$ cat src/rtl/core/maat_pkg.sv
`default_nettype none

package maat_pkg;

    localparam int TableEntries = 64;
    localparam int IdxW = $clog2(TableEntries);
    localparam int CntW = $clog2(TableEntries + 1);
    localparam int EntryW = 24;

    localparam logic [15:0] BlankQuery = 16'hFFFF;

    // result status codes
    localparam logic [2:0] ST_OK = 3'd0;
    localparam logic [2:0] ST_NOT_FOUND = 3'd1;
    localparam logic [2:0] ST_FULL = 3'd2;
    localparam logic [2:0] ST_BAD_ID = 3'd3;
    localparam logic [2:0] ST_NO_FREE = 3'd4;
    localparam logic [2:0] ST_MISMATCH = 3'd5;

    // input operation codes
    localparam logic [2:0] OP_SET = 3'd0;
    localparam logic [2:0] OP_ADDR_BY_ID = 3'd1;
    localparam logic [2:0] OP_ID_BY_ADDR = 3'd2;
    localparam logic [2:0] OP_RELEASE = 3'd3;
    localparam logic [2:0] OP_ALLOCATE = 3'd4;
    localparam logic [2:0] OP_CONFIRM = 3'd5;

    // configuration register indexes
    localparam logic [1:0] REG_DEFAULT_ADDRESS = 2'd0;
    localparam logic [1:0] REG_MAX_CHILDREN = 2'd1;
    localparam logic [1:0] REG_OWN_NODE_ID = 2'd2;

    typedef enum logic [2:0] {
        CMD_SET,
        CMD_FIND_ID,
        CMD_FIND_ADDR,
        CMD_RELEASE,
        CMD_ALLOC,
        CMD_CONFIRM,
        CMD_DIRECT
    } cmd_kind_t;

    typedef struct packed {
        cmd_kind_t   kind;
        logic [7:0]  id;
        logic [15:0] addr;
        logic [15:0] base;
        logic [4:0]  shift;
        logic [3:0]  top;
        logic [2:0]  status;
        logic [7:0]  id_out;
    } cmd_t;

    typedef struct packed {
        logic [15:0] default_address;
        logic [2:0]  max_children;
        logic [7:0]  own_node_id;
    } cfg_t;

    typedef struct packed {
        logic            busy;
        logic [CntW-1:0] count;
    } back_stat_t;

endpackage

`default_nettype wire

$ cat src/rtl/core/maat_ram.sv
`default_nettype none

module maat_ram #(
    parameter int WIDTH = 8,
    parameter int DEPTH = 16
) (
    input  wire logic                     clk,
    input  wire logic                     we,
    input  wire logic [$clog2(DEPTH)-1:0] waddr,
    input  wire logic [WIDTH-1:0]         wdata,
    input  wire logic [$clog2(DEPTH)-1:0] raddr,
    output logic      [WIDTH-1:0]         rdata
);

    logic [WIDTH-1:0] mem_reg [DEPTH];

    // write port and registered read port
    always_ff @(posedge clk)
    begin
        if (we)
        begin
            mem_reg[waddr] <= wdata;
        end
        rdata <= mem_reg[raddr];
    end

endmodule

`default_nettype wire

$ cat src/rtl/core/maat_front.sv
`default_nettype none

module maat_front (
    input  wire logic                  clk,
    input  wire logic                  rst_n,
    input  wire maat_pkg::cfg_t        cfg,
    input  wire logic                  in_valid,
    output logic                       in_stall,
    input  wire logic [2:0]            operation,
    input  wire logic [7:0]            node_id,
    input  wire logic [15:0]           address,
    output logic                       q_valid,
    output maat_pkg::cmd_t             q_data,
    input  wire logic                  q_pop
);

    maat_pkg::cmd_t q_reg [2];
    logic           wr_ptr_reg;
    logic           rd_ptr_reg;
    logic [1:0]     fill_reg;
    maat_pkg::cmd_t cmd;
    logic [17:0]    addr_ext;
    logic [4:0]     shift;
    logic           push;

    assign in_stall = (fill_reg == 2'd2);
    assign push = in_valid && !in_stall;
    assign q_valid = (fill_reg != 2'd0);
    assign q_data = q_reg[rd_ptr_reg];
    assign addr_ext = {2'b00, address};

    // shift past the highest non-zero octal digit of the sender address (three bits per digit)
    always_comb
    begin
        shift = 5'd0;
        for (int d = 0; d < 6; d++)
        begin
            if (addr_ext[3*d +: 3] != 3'd0)
            begin
                shift = 5'(3 * (d + 1));
            end
        end
    end

    // classify the incoming transfer
    always_comb
    begin
        cmd.kind = maat_pkg::CMD_DIRECT;
        cmd.id = node_id;
        cmd.addr = address;
        cmd.base = address;
        cmd.shift = shift;
        cmd.top = {1'b0, cfg.max_children};
        cmd.status = maat_pkg::ST_OK;
        cmd.id_out = 8'd0;
        if (address == cfg.default_address)
        begin
            cmd.base = 16'd0;
            cmd.shift = 5'd0;
            cmd.top = {1'b0, cfg.max_children} + 4'd1;
        end
        case (operation)
            maat_pkg::OP_SET:        cmd.kind = maat_pkg::CMD_SET;
            maat_pkg::OP_ADDR_BY_ID: cmd.kind = maat_pkg::CMD_FIND_ID;
            maat_pkg::OP_ID_BY_ADDR:
            begin
                if (address == maat_pkg::BlankQuery)
                begin
                    cmd.id_out = cfg.own_node_id;
                end
                else if (address != 16'd0)
                begin
                    cmd.kind = maat_pkg::CMD_FIND_ADDR;
                end
            end
            maat_pkg::OP_RELEASE:    cmd.kind = maat_pkg::CMD_RELEASE;
            maat_pkg::OP_ALLOCATE:
            begin
                if (node_id == 8'd0)
                begin
                    cmd.status = maat_pkg::ST_BAD_ID;
                end
                else
                begin
                    cmd.kind = maat_pkg::CMD_ALLOC;
                end
            end
            maat_pkg::OP_CONFIRM:    cmd.kind = maat_pkg::CMD_CONFIRM;
            default:                 cmd.kind = maat_pkg::CMD_DIRECT;
        endcase
    end

    // hold classified commands for the back end
    always_ff @(posedge clk or negedge rst_n)
    begin
        if (!rst_n)
        begin
            wr_ptr_reg <= 1'b0;
            rd_ptr_reg <= 1'b0;
            fill_reg <= 2'd0;
        end
        else
        begin
            if (push)
            begin
                wr_ptr_reg <= !wr_ptr_reg;
            end
            if (q_pop)
            begin
                rd_ptr_reg <= !rd_ptr_reg;
            end
            fill_reg <= fill_reg + 2'(push) - 2'(q_pop);
        end
    end

    always_ff @(posedge clk)
    begin
        if (push)
        begin
            q_reg[wr_ptr_reg] <= cmd;
        end
    end

endmodule

`default_nettype wire

$ cat src/rtl/core/maat_back.sv
`default_nettype none

module maat_back (
    input  wire logic            clk,
    input  wire logic            rst_n,
    input  wire maat_pkg::cfg_t  cfg,
    input  wire logic            q_valid,
    input  wire maat_pkg::cmd_t  q_data,
    output logic                 q_pop,
    output logic                 out_valid,
    input  wire logic            out_stall,
    output logic [2:0]           status,
    output logic [15:0]          address_out,
    output logic [7:0]           node_id_out,
    output maat_pkg::back_stat_t stat
);

    typedef enum logic [2:0] {
        S_IDLE,
        S_CAND,
        S_SCAN,
        S_CHECK,
        S_FINISH,
        S_DONE
    } state_t;

    state_t                        state_reg;
    maat_pkg::cmd_t                cur_reg;
    logic [maat_pkg::CntW-1:0]     count_reg;
    logic [maat_pkg::CntW-1:0]     k_reg;
    logic [3:0]                    i_reg;
    logic [15:0]                   cand_reg;
    logic [15:0]                   pend_addr_reg;
    logic [7:0]                    pend_id_reg;
    logic [2:0]                    res_status_reg;
    logic [15:0]                   res_addr_reg;
    logic [7:0]                    res_id_reg;
    logic                          out_valid_reg;
    logic [2:0]                    status_reg;
    logic [15:0]                   address_out_reg;
    logic [7:0]                    node_id_out_reg;

    logic                          we;
    logic [maat_pkg::IdxW-1:0]     waddr;
    logic [maat_pkg::EntryW-1:0]   wdata;
    logic [maat_pkg::EntryW-1:0]   rdata;
    logic [7:0]                    e_id;
    logic [15:0]                   e_addr;
    logic [23:0]                   shifted;
    logic [15:0]                   cand;
    logic                          id_hit;
    logic                          addr_hit;
    logic                          held;
    logic                          full;
    logic                          confirm_hit;
    maat_pkg::cmd_t                load_cmd;

    maat_ram #(
        .WIDTH(maat_pkg::EntryW),
        .DEPTH(maat_pkg::TableEntries)
    ) u_ram (
        .clk  (clk),
        .we   (we),
        .waddr(waddr),
        .wdata(wdata),
        .raddr(k_reg[maat_pkg::IdxW-1:0]),
        .rdata(rdata)
    );

    assign e_id = rdata[23:16];
    assign e_addr = rdata[15:0];
    assign shifted = {20'd0, i_reg} << cur_reg.shift;
    assign cand = cur_reg.base | shifted[15:0];
    assign id_hit = (e_id == cur_reg.id);
    assign addr_hit = (e_addr == cur_reg.addr);
    assign held = (e_addr == cand_reg) && !id_hit;
    assign full = (count_reg >= maat_pkg::CntW'(maat_pkg::TableEntries));
    assign q_pop = (state_reg == S_IDLE) && q_valid;
    assign confirm_hit = (q_data.addr == pend_addr_reg);

    assign out_valid = out_valid_reg;
    assign status = status_reg;
    assign address_out = address_out_reg;
    assign node_id_out = node_id_out_reg;
    assign stat.busy = (state_reg != S_IDLE);
    assign stat.count = count_reg;

    // turn a matching confirm into a set of the pending pair
    always_comb
    begin
        load_cmd = q_data;
        if (q_data.kind == maat_pkg::CMD_CONFIRM && confirm_hit)
        begin
            load_cmd.kind = maat_pkg::CMD_SET;
            load_cmd.id = pend_id_reg;
            load_cmd.addr = pend_addr_reg;
        end
    end

    // table writes: update in place, release, append
    always_comb
    begin
        we = 1'b0;
        waddr = k_reg[maat_pkg::IdxW-1:0];
        wdata = {cur_reg.id, cur_reg.addr};
        if (state_reg == S_CHECK)
        begin
            if (cur_reg.kind == maat_pkg::CMD_SET && id_hit)
            begin
                we = 1'b1;
            end
            else if (cur_reg.kind == maat_pkg::CMD_RELEASE && addr_hit)
            begin
                we = 1'b1;
                wdata = {e_id, 16'd0};
            end
        end
        else if (state_reg == S_FINISH && cur_reg.kind == maat_pkg::CMD_SET && !full)
        begin
            we = 1'b1;
            waddr = count_reg[maat_pkg::IdxW-1:0];
        end
    end

    // sequence one command at a time
    always_ff @(posedge clk or negedge rst_n)
    begin
        if (!rst_n)
        begin
            state_reg <= S_IDLE;
            count_reg <= '0;
            pend_addr_reg <= 16'd0;
            pend_id_reg <= 8'd0;
            out_valid_reg <= 1'b0;
        end
        else
        begin
            if (out_valid_reg && !out_stall && state_reg != S_DONE)
            begin
                out_valid_reg <= 1'b0;
            end
            case (state_reg)
                S_IDLE:
                begin
                    if (q_valid)
                    begin
                        cur_reg <= load_cmd;
                        k_reg <= '0;
                        i_reg <= q_data.top;
                        res_status_reg <= q_data.status;
                        res_addr_reg <= 16'd0;
                        res_id_reg <= q_data.id_out;
                        case (q_data.kind)
                            maat_pkg::CMD_DIRECT: state_reg <= S_DONE;
                            maat_pkg::CMD_ALLOC:  state_reg <= S_CAND;
                            maat_pkg::CMD_CONFIRM:
                            begin
                                if (confirm_hit)
                                begin
                                    state_reg <= S_SCAN;
                                end
                                else
                                begin
                                    res_status_reg <= maat_pkg::ST_MISMATCH;
                                    state_reg <= S_DONE;
                                end
                            end
                            default:              state_reg <= S_SCAN;
                        endcase
                    end
                end
                S_CAND:
                begin
                    k_reg <= '0;
                    if (i_reg == 4'd0)
                    begin
                        res_status_reg <= maat_pkg::ST_NO_FREE;
                        state_reg <= S_DONE;
                    end
                    else if (cand == 16'd0 || cand == cfg.default_address)
                    begin
                        i_reg <= i_reg - 4'd1;
                    end
                    else
                    begin
                        cand_reg <= cand;
                        state_reg <= S_SCAN;
                    end
                end
                S_SCAN:
                begin
                    if (k_reg == count_reg)
                    begin
                        state_reg <= S_FINISH;
                    end
                    else
                    begin
                        state_reg <= S_CHECK;
                    end
                end
                S_CHECK:
                begin
                    k_reg <= k_reg + 1'b1;
                    state_reg <= S_SCAN;
                    case (cur_reg.kind)
                        maat_pkg::CMD_SET:
                        begin
                            if (id_hit)
                            begin
                                state_reg <= S_DONE;
                            end
                        end
                        maat_pkg::CMD_FIND_ID:
                        begin
                            if (id_hit)
                            begin
                                res_addr_reg <= e_addr;
                                state_reg <= S_DONE;
                            end
                        end
                        maat_pkg::CMD_FIND_ADDR:
                        begin
                            if (addr_hit)
                            begin
                                res_id_reg <= e_id;
                                state_reg <= S_DONE;
                            end
                        end
                        maat_pkg::CMD_ALLOC:
                        begin
                            if (held)
                            begin
                                i_reg <= i_reg - 4'd1;
                                state_reg <= S_CAND;
                            end
                        end
                        default:
                        begin
                        end
                    endcase
                end
                S_FINISH:
                begin
                    state_reg <= S_DONE;
                    case (cur_reg.kind)
                        maat_pkg::CMD_SET:
                        begin
                            if (full)
                            begin
                                res_status_reg <= maat_pkg::ST_FULL;
                            end
                            else
                            begin
                                count_reg <= count_reg + 1'b1;
                            end
                        end
                        maat_pkg::CMD_FIND_ID,
                        maat_pkg::CMD_FIND_ADDR:
                        begin
                            res_status_reg <= maat_pkg::ST_NOT_FOUND;
                        end
                        maat_pkg::CMD_ALLOC:
                        begin
                            pend_addr_reg <= cand_reg;
                            pend_id_reg <= cur_reg.id;
                            res_addr_reg <= cand_reg;
                        end
                        default:
                        begin
                        end
                    endcase
                end
                S_DONE:
                begin
                    if (!out_valid_reg || !out_stall)
                    begin
                        out_valid_reg <= 1'b1;
                        status_reg <= res_status_reg;
                        address_out_reg <= res_addr_reg;
                        node_id_out_reg <= res_id_reg;
                        state_reg <= S_IDLE;
                    end
                end
                default: state_reg <= S_IDLE;
            endcase
        end
    end

endmodule

`default_nettype wire

$ cat src/rtl/core/mesh_address_allocation_table.sv
// A command answered without a table walk goes straight to the result; lookups,
//   set and release walk the stored entries in order.
// Allocate walks the table once per candidate.
// One command is carried out at a time by the table walker;
//   a two-deep command queue accepts further transfers meanwhile.
// Reset empties the table (entry count zero), clears the pending pair and
//   returns the registers to their defaults.
`default_nettype none

module mesh_address_allocation_table (
    input  wire logic        clk,
    input  wire logic        rst_n,
    input  wire logic        psel,
    input  wire logic        penable,
    input  wire logic        pwrite,
    input  wire logic [3:0]  paddr,
    input  wire logic [31:0] pwdata,
    output logic      [31:0] prdata,
    output logic             pready,
    input  wire logic        in_valid,
    output logic             in_stall,
    input  wire logic [2:0]  operation,
    input  wire logic [7:0]  node_id,
    input  wire logic [15:0] address,
    output logic             out_valid,
    input  wire logic        out_stall,
    output logic [2:0]       status,
    output logic [15:0]      address_out,
    output logic [7:0]       node_id_out
);

    maat_pkg::cfg_t       cfg_reg;
    logic                 q_valid;
    maat_pkg::cmd_t       q_data;
    logic                 q_pop;
    maat_pkg::back_stat_t stat;

    assign pready = 1'b1;

    // write configuration registers
    always_ff @(posedge clk or negedge rst_n)
    begin
        if (!rst_n)
        begin
            cfg_reg.default_address <= 16'd2340;
            cfg_reg.max_children <= 3'd4;
            cfg_reg.own_node_id <= 8'd0;
        end
        else if (psel && penable && pwrite)
        begin
            case (paddr[3:2])
                maat_pkg::REG_DEFAULT_ADDRESS: cfg_reg.default_address <= pwdata[15:0];
                maat_pkg::REG_MAX_CHILDREN:    cfg_reg.max_children <= pwdata[2:0];
                maat_pkg::REG_OWN_NODE_ID:     cfg_reg.own_node_id <= pwdata[7:0];
                default:
                begin
                end
            endcase
        end
    end

    // read back configuration registers
    always_comb
    begin
        case (paddr[3:2])
            maat_pkg::REG_DEFAULT_ADDRESS: prdata = {16'd0, cfg_reg.default_address};
            maat_pkg::REG_MAX_CHILDREN:    prdata = {29'd0, cfg_reg.max_children};
            maat_pkg::REG_OWN_NODE_ID:     prdata = {24'd0, cfg_reg.own_node_id};
            default:                       prdata = 32'd0;
        endcase
    end

    maat_front u_front (
        .clk      (clk),
        .rst_n    (rst_n),
        .cfg      (cfg_reg),
        .in_valid (in_valid),
        .in_stall (in_stall),
        .operation(operation),
        .node_id  (node_id),
        .address  (address),
        .q_valid  (q_valid),
        .q_data   (q_data),
        .q_pop    (q_pop)
    );

    maat_back u_back (
        .clk        (clk),
        .rst_n      (rst_n),
        .cfg        (cfg_reg),
        .q_valid    (q_valid),
        .q_data     (q_data),
        .q_pop      (q_pop),
        .out_valid  (out_valid),
        .out_stall  (out_stall),
        .status     (status),
        .address_out(address_out),
        .node_id_out(node_id_out),
        .stat       (stat)
    );

    // table never holds more entries than it has rows
    assert property (@(posedge clk) disable iff (!rst_n)
        stat.count <= maat_pkg::CntW'(maat_pkg::TableEntries))
        else $error("entry count beyond table size");

    // entry count grows by at most one per cycle and never shrinks
    assert property (@(posedge clk) disable iff (!rst_n)
        (stat.count == $past(stat.count)) || (stat.count == $past(stat.count) + 1'b1))
        else $error("entry count jumped");

    // a delivered status is a defined code
    assert property (@(posedge clk) disable iff (!rst_n)
        out_valid |-> (status <= maat_pkg::ST_MISMATCH))
        else $error("undefined status code");

    // a stalled result stays offered
    assert property (@(posedge clk) disable iff (!rst_n)
        out_valid && out_stall |=> out_valid)
        else $error("result dropped under stall");

endmodule

`default_nettype wire
$ cat config.mk
export PLATFORM = sky130hd
export DESIGN_NAME = mesh_address_allocation_table
export DESIGN_NICKNAME = d
export VERILOG_FILES = /design/src/rtl/core/maat_pkg.sv /design/src/rtl/core/maat_ram.sv /design/src/rtl/core/maat_front.sv /design/src/rtl/core/maat_back.sv /design/src/rtl/core/mesh_address_allocation_table.sv
export SDC_FILE = /design/constraint.sdc
export NUM_CORES = 2
export LEC_CHECK = 0
export BUFFER_PORTS_ARGS = -buffer_cell sky130_fd_sc_hd__buf_2
export CAP_MARGIN = 15
export CORE_ASPECT_RATIO = 0.5
export CORE_UTILIZATION = 60
export CTS_BUF_LIST = sky130_fd_sc_hd__clkbuf_16
export DETAILED_ROUTE_END_ITERATION = 7
export MAX_ROUTING_LAYER = met4
export PLACE_DENSITY = 0.77
export SKIP_CTS_REPAIR_TIMING = 1
export SYNTH_ARGS = -nofsm -noshare
export SYNTH_HDL_FRONTEND = slang
export SYNTH_SLANG_ARGS = --single-unit
export TNS_END_PERCENT = 5
$ cat constraint.sdc
create_clock -name clk -period 6.77 [get_ports clk]
set_clock_uncertainty 0.05 [all_clocks]
set_input_delay 1.354 -clock clk [delete_from_list [all_inputs] [get_ports clk]]
set_output_delay 1.354 -clock clk [all_outputs]
set_load 0.01 [all_outputs]
# Yosys cells after proc, flatten, opt, wreduce, memory -nomap -nowiden
# Memories as Yosys holds them, arrays and structs flattened. A register that Yosys moved wholly into a read port is not among the register bits.
# Index checks and enable logic that the tools add are counted.
# word_totals
in_bits	70
ram_bits	1662
reg_bits	195
elab_cells	207
n_memories	2
out_inout_bits	62
# classes
n_reduce_logical	55
n_eq_ne	44
mux	69
shift	1
n_lt_le_gt_ge	1
add_sub_neg	6
bitwise_logic	4
# mem_list
name	words	word_bits	read_ports	rd_clocked_by_memory_dff	wr	line_no	source
u_back.u_ram.mem_reg	64	24	1	1	1	maat_ram.sv:15	logic [WIDTH-1:0] mem_reg [DEPTH];
u_front.q_reg	2	63	1	0	1	maat_front.sv:17	maat_pkg::cmd_t q_reg [2];
# ops
operator	count
$mux W24	4
$pmux W16 S3	2
$eq A16 B16 Y1	5
$mux W16	4
$mux W3	17
$mux W8	5
$pmux W3 S6	2
$pmux W3 S3	3
$mux W25	1
$eq A3 B3 Y1 const B	8
$reduce_bool A3 Y1	8
$pmux W7 S3	1
$mux W4	5
$mux W5	4
$eq A3 B2 Y1 const B	6
$eq A16 B16 Y1 const B	1
$logic_not A16 Y1	1
$or A16 B16 Y16	1
$pmux W8 S2	1
$reduce_bool A16 Y1	1
$shl A4 B5 Y16	1
$reduce_and A3 Y1	5
$add A7 B1 Y7 const B	2
$ne A2 B1 Y1 const B	7
34 further kinds	85

# Longest topological paths before layout
# logic_depth
depth_word	8
ltp_mapped	10
depth_no_buf	8

# Hierarchy
# A second synthesis with hierarchy kept.
# unflattened
cells_unflattened	3644
area_unflattened_um2	73780.8
# modules_own_cells
mod	cells_per_inst	area_each_um2	seq_area_each_um2	n_inst
maat_ram	2610	59295.6	46604.7	1
maat_back	630	7987.7	4749.6	1
maat_front	295	5113.7	3703.6	1
mesh_address_allocation_table	109	1383.8	681.9	1

# Worst setup path after synthesis
# OpenSTA, ideal clock, no wires.
# synth_timing
kind	input -> register
start	in rst_n
end	reg u_back.cur_reg[15] (netlist name), enable pin
arrival_ns	4.674
setup_time_ns	0.510
required_time_ns	6.210
cell_stages	2
setup_slack_ns	1.536
path_buffers	0
cell_sequence	nand2b_1 nor3_1
# synth_between
elab_chain_len	1
# synth_rtl
element	line_no	source
start, declared	mesh_address_allocation_table.sv:12	input wire logic rst_n,
$reduce_and A3 Y1 (no source line)	n/a	
end signal, assigned	maat_back.sv:147	cur_reg <= load_cmd;
end, declared	maat_back.sv:28	maat_pkg::cmd_t cur_reg;
# No other way between the ends.
# A chain may end at the register's enable or synchronous reset.

# Final worst setup path
# layout_timing
start	reg u_back.state_reg[0]
end	mem u_back.u_ram.mem_reg[36][8] (netlist name), enable pin
# layout_between
elab_chain_len	7
elab_cells_between_ends	10
classes_between	eq/ne: 2; mux: 6; reduce/logical: 2
# layout_rtl
element	line_no	source
start, declared	maat_back.sv:27	state_t state_reg;
start signal, assigned	maat_back.sv:130	state_reg <= S_IDLE;
start signal, assigned	maat_back.sv:154	maat_pkg::CMD_DIRECT: state_reg <= S_DONE;
start signal, assigned	maat_back.sv:155	maat_pkg::CMD_ALLOC: state_reg <= S_CAND;
$eq A3 B3 Y1	maat_back.sv:118	else if (state_reg == S_FINISH && cur_reg.kind == maat_pkg::CMD_SET && !full)
$logic_and A1 B1 Y1 (2 in a row)	maat_back.sv:118	
$mux W1	maat_back.sv:118	
$mux W1	maat_back.sv:106	if (state_reg == S_CHECK)
$mux W1	maat_ram.sv:20	if (we)
$mux W1 (implied by the code)	maat_ram.sv:22	mem_reg[waddr] <= wdata;
end, declared	maat_ram.sv:15	
# Parallel ways exist; a longest one is shown, timed or not.

==> metrics.txt <==
status=complete, no violations; Final setup viols=0; FF+latch count, synth=1,874; CTS buffer count=157; Slew @ Worst Pin=1.20 ns; post-route non-filler standard cell count=5,293; layout cell share with drive strength beyond 1=31.3%; Critical Path RT=a little over 7 ns; final setup TNS=0 ns; WL final=roughly 190 mm; Die Ht=between 200 and 250 um; Worst Path Arrival=5.72 ns; Antenna Nets Post-Route=0; I/O Buffers=96; Post-Place Setup Slack=1.79 ns; hold crit path type=flop to flop; routed length per instance=between 30 and 40 um; Cell Rows=90; Post-synth ARST share=~3.5%; H-tree depth=4; crit path max fanout=14; largest net degree at the start of global routing=about 160; Most used DFF post-synth=edfxtp_1; Detailed Routing Iterations Pass 1=7; initial antenna violation count=20; Pwr Density=between 300 and 400 mW/mm^2; P&R area growth vs syn=11.2%; largest stage delay on the critical path=around 1.1 ns; initial cell density of the core=roughly three fifths; Critical Setup Path Class=flop to flop; Worst path slowest cell=nor2_2; DRC=0; Synth area leaders=edfxtp_1, mux4_2, dfrtp_1; vias per cell=6.98; RD Place Congestion=roughly 0.91; CORE AREA=0.121 sq mm; Worst-Skew Late Latency=approximately 0.80 ns; leading area contributor after synthesis=edfxtp_1; synth unique cells=73; routed vias=between 30,000 and 40,000; placed cell count=around 5,000; final core utilization=between 60 and 70%; delay-heaviest family, CP=simple AND/OR/NAND/NOR gates; total global-route track usage=about a third; worst setup margin=1.46 ns; num ports=about 130; area share of the largest cell type after synthesis=73.1%; Avg Cell Area, Syn=roughly 22 sq um; worst-case vdd ir drop=0.297 mV; Fmax=0.188 GHz; unrepaired setup endpoints after global routing=false; fin crit share=about four fifths; YS warnings=0; total chip power=about 30 mW; Worst-path clk slew=around 0.060 ns; TritonCTS clock tree=yes; Die Width=between 400 and 500 um; fillers=about 7,000; HPWL after DPL=around 99 mm; vias in the first global route=36,800; critical path cell sequence=nor2b_1 > nand2_1 > nor3_1 > a311o_1 > nand3b_1 > nor2_2 > buf_4; Clk Tree Root Cell=clkbuf_16; Final Hold Fails=0; post-synthesis cell area=~0.073 sq mm; post-route minimum period=~5.3 ns; Nets=3,620; remaining global-route overflow=0; first-pass GRT wire length=around 270 mm; Leak Pwr=around 26 nW; fin. max-slew vios=0; initial drt markers=5,565; clk buf depth=3; Max-cap violations=0; CP Launch Type=flop; Worst setup EP type=flop; Post-synth EDFFs=around 1,800; Buf+Inv Stages, Crit Path=1; Slew headroom=roughly a fifth; DIE AREA=about 0.12 sq mm; max reg flops=1,536; Sinks on Clock Net=approximately 1,900; register area share after synthesis=76.0%; Syn Inst Count=about 3,300
-- worst paths after layout --
path / start / endpoint / slack [ns] / depth (start not counted)
setup reg to reg: u_back.state_reg[0]$_DFFE_PN0P_ / u_back.u_ram.mem_reg[36][8]$_DFFE_PP_ / 1.46 / 7
max in group asynchronous: rst_n / u_front.rd_ptr_reg$_DFFE_PN0P_ / 5.19 / 2
hold / removal: u_back.res_addr_reg[11]$_DFFE_PP_ / u_back.address_out[11]$_DFFE_PP_ / 0.37 / 0
hold reg to reg: u_back.res_addr_reg[11]$_DFFE_PP_ / u_back.address_out[11]$_DFFE_PP_ / 0.37 / 0
setup / recovery: u_back.state_reg[0]$_DFFE_PN0P_ / u_back.u_ram.mem_reg[36][8]$_DFFE_PP_ / 1.46 / 7
min in group asynchronous: rst_n / u_back.pend_addr_reg[7]$_DFFE_PN0P_ / 0.50 / 1
-- layout by cell type (no fill, tap or decap), drive strengths merged, types with 6 or more instances in the layout --
master,n
edfxtp,1784
mux4,504
buf,212
clkbuf,165
nor2,105
mux2,101
xor2,81
nand2,74
clkinv,68
dfrtp,61
inv,60
mux2i,39
and2,33
nor2b,31
nand3,30
o21ai,30
xnor2,27
dfxtp,24
nor4,24
nor3,24
a21oi,17
conb,17
a22o,16
nand4,14
diode,12
bufinv,12
nand2b,7
a31oi,7
or3,7
nand3b,7
ha,6
-- through the flow --
step | area, sq um | hold WS, ns
2_1_floorplan | 73300 | 0.350
3_3_place_gp | 76300 | 0.357
3_5_place_dp | 76400 | 0.355
4_1_cts | 81400 | 0.372
5_1_grt | 81500 | 0.374
6_report | 81500 | 0.371
-- final cells by class --
cell class / instances / area, sq um / area share, %
diodes: 12 / 30.0 / 0.0369
clock buffers: 164 / 4100 / 5.04
clock inverters: 122 / 878 / 1.08
inverters: 23 / 86.3 / 0.106
multi-input cells: 1275 / 17100 / 21.0
flip-flops and latches: 1874 / 55700 / 68.4
well taps: 1610 / 2010 / 2.47
repair buffers: 213 / 1530 / 1.87
-- cells by family after synthesis --
family	count (synthesis)	synth area share [%]
flip-flops	1874	76.0
multiplexers	644	17.6
AND/OR/NAND/NOR	385	2.70
buffers and inverters	198	1.16
AO/OA/AOI/OAI	115	1.11
XOR/XNOR	108	1.29
adder cells (fa/ha/maj)	6	0.102
other	2	0.0103
-- cells in the mapped netlist (all sizes together) (5+ instances only) --
cell type and n:
nor2b 31, nand3 30, mux2i 39, ha 6, nand4 14, nor3 24
dfrtp 61, nor2 105, xnor2 27, edfxtp 1784, a21oi 17, buf 79
xor2 81, o21ai 30, nor3b 5, a31oi 7, nand2b 7, clkbuf 96
a31o 5, and3 5, mux4 504, or3 7, nand3b 7, mux2 101
and2 33, dfstp 5, inv 22, nor4 24, a22o 16, dfxtp 24
nand2 74
-- layer usage --
metal	vias to the layer above	wire, um	part of all wire [%]	global-route usage, %
met5	-	0	0	-
met4	0	7920	4.2	12.9
met3	508	24700	13	9.35
met2	3024	89400	47	48.1
met1	19100	66600	35	41.8
li1	14300	-	-	-
-- report_power, final --
part | switching (mW) | total (mW) | internal (mW) | leakage (nW)
Combinational | 4.04 | 6.81 | 2.77 | 6.43
Clock | 4.14 | 8.99 | 4.85 | 2.58
Sequential | 0.502 | 14.3 | 13.8 | 17.1
(Power assumes the default switching activity.)
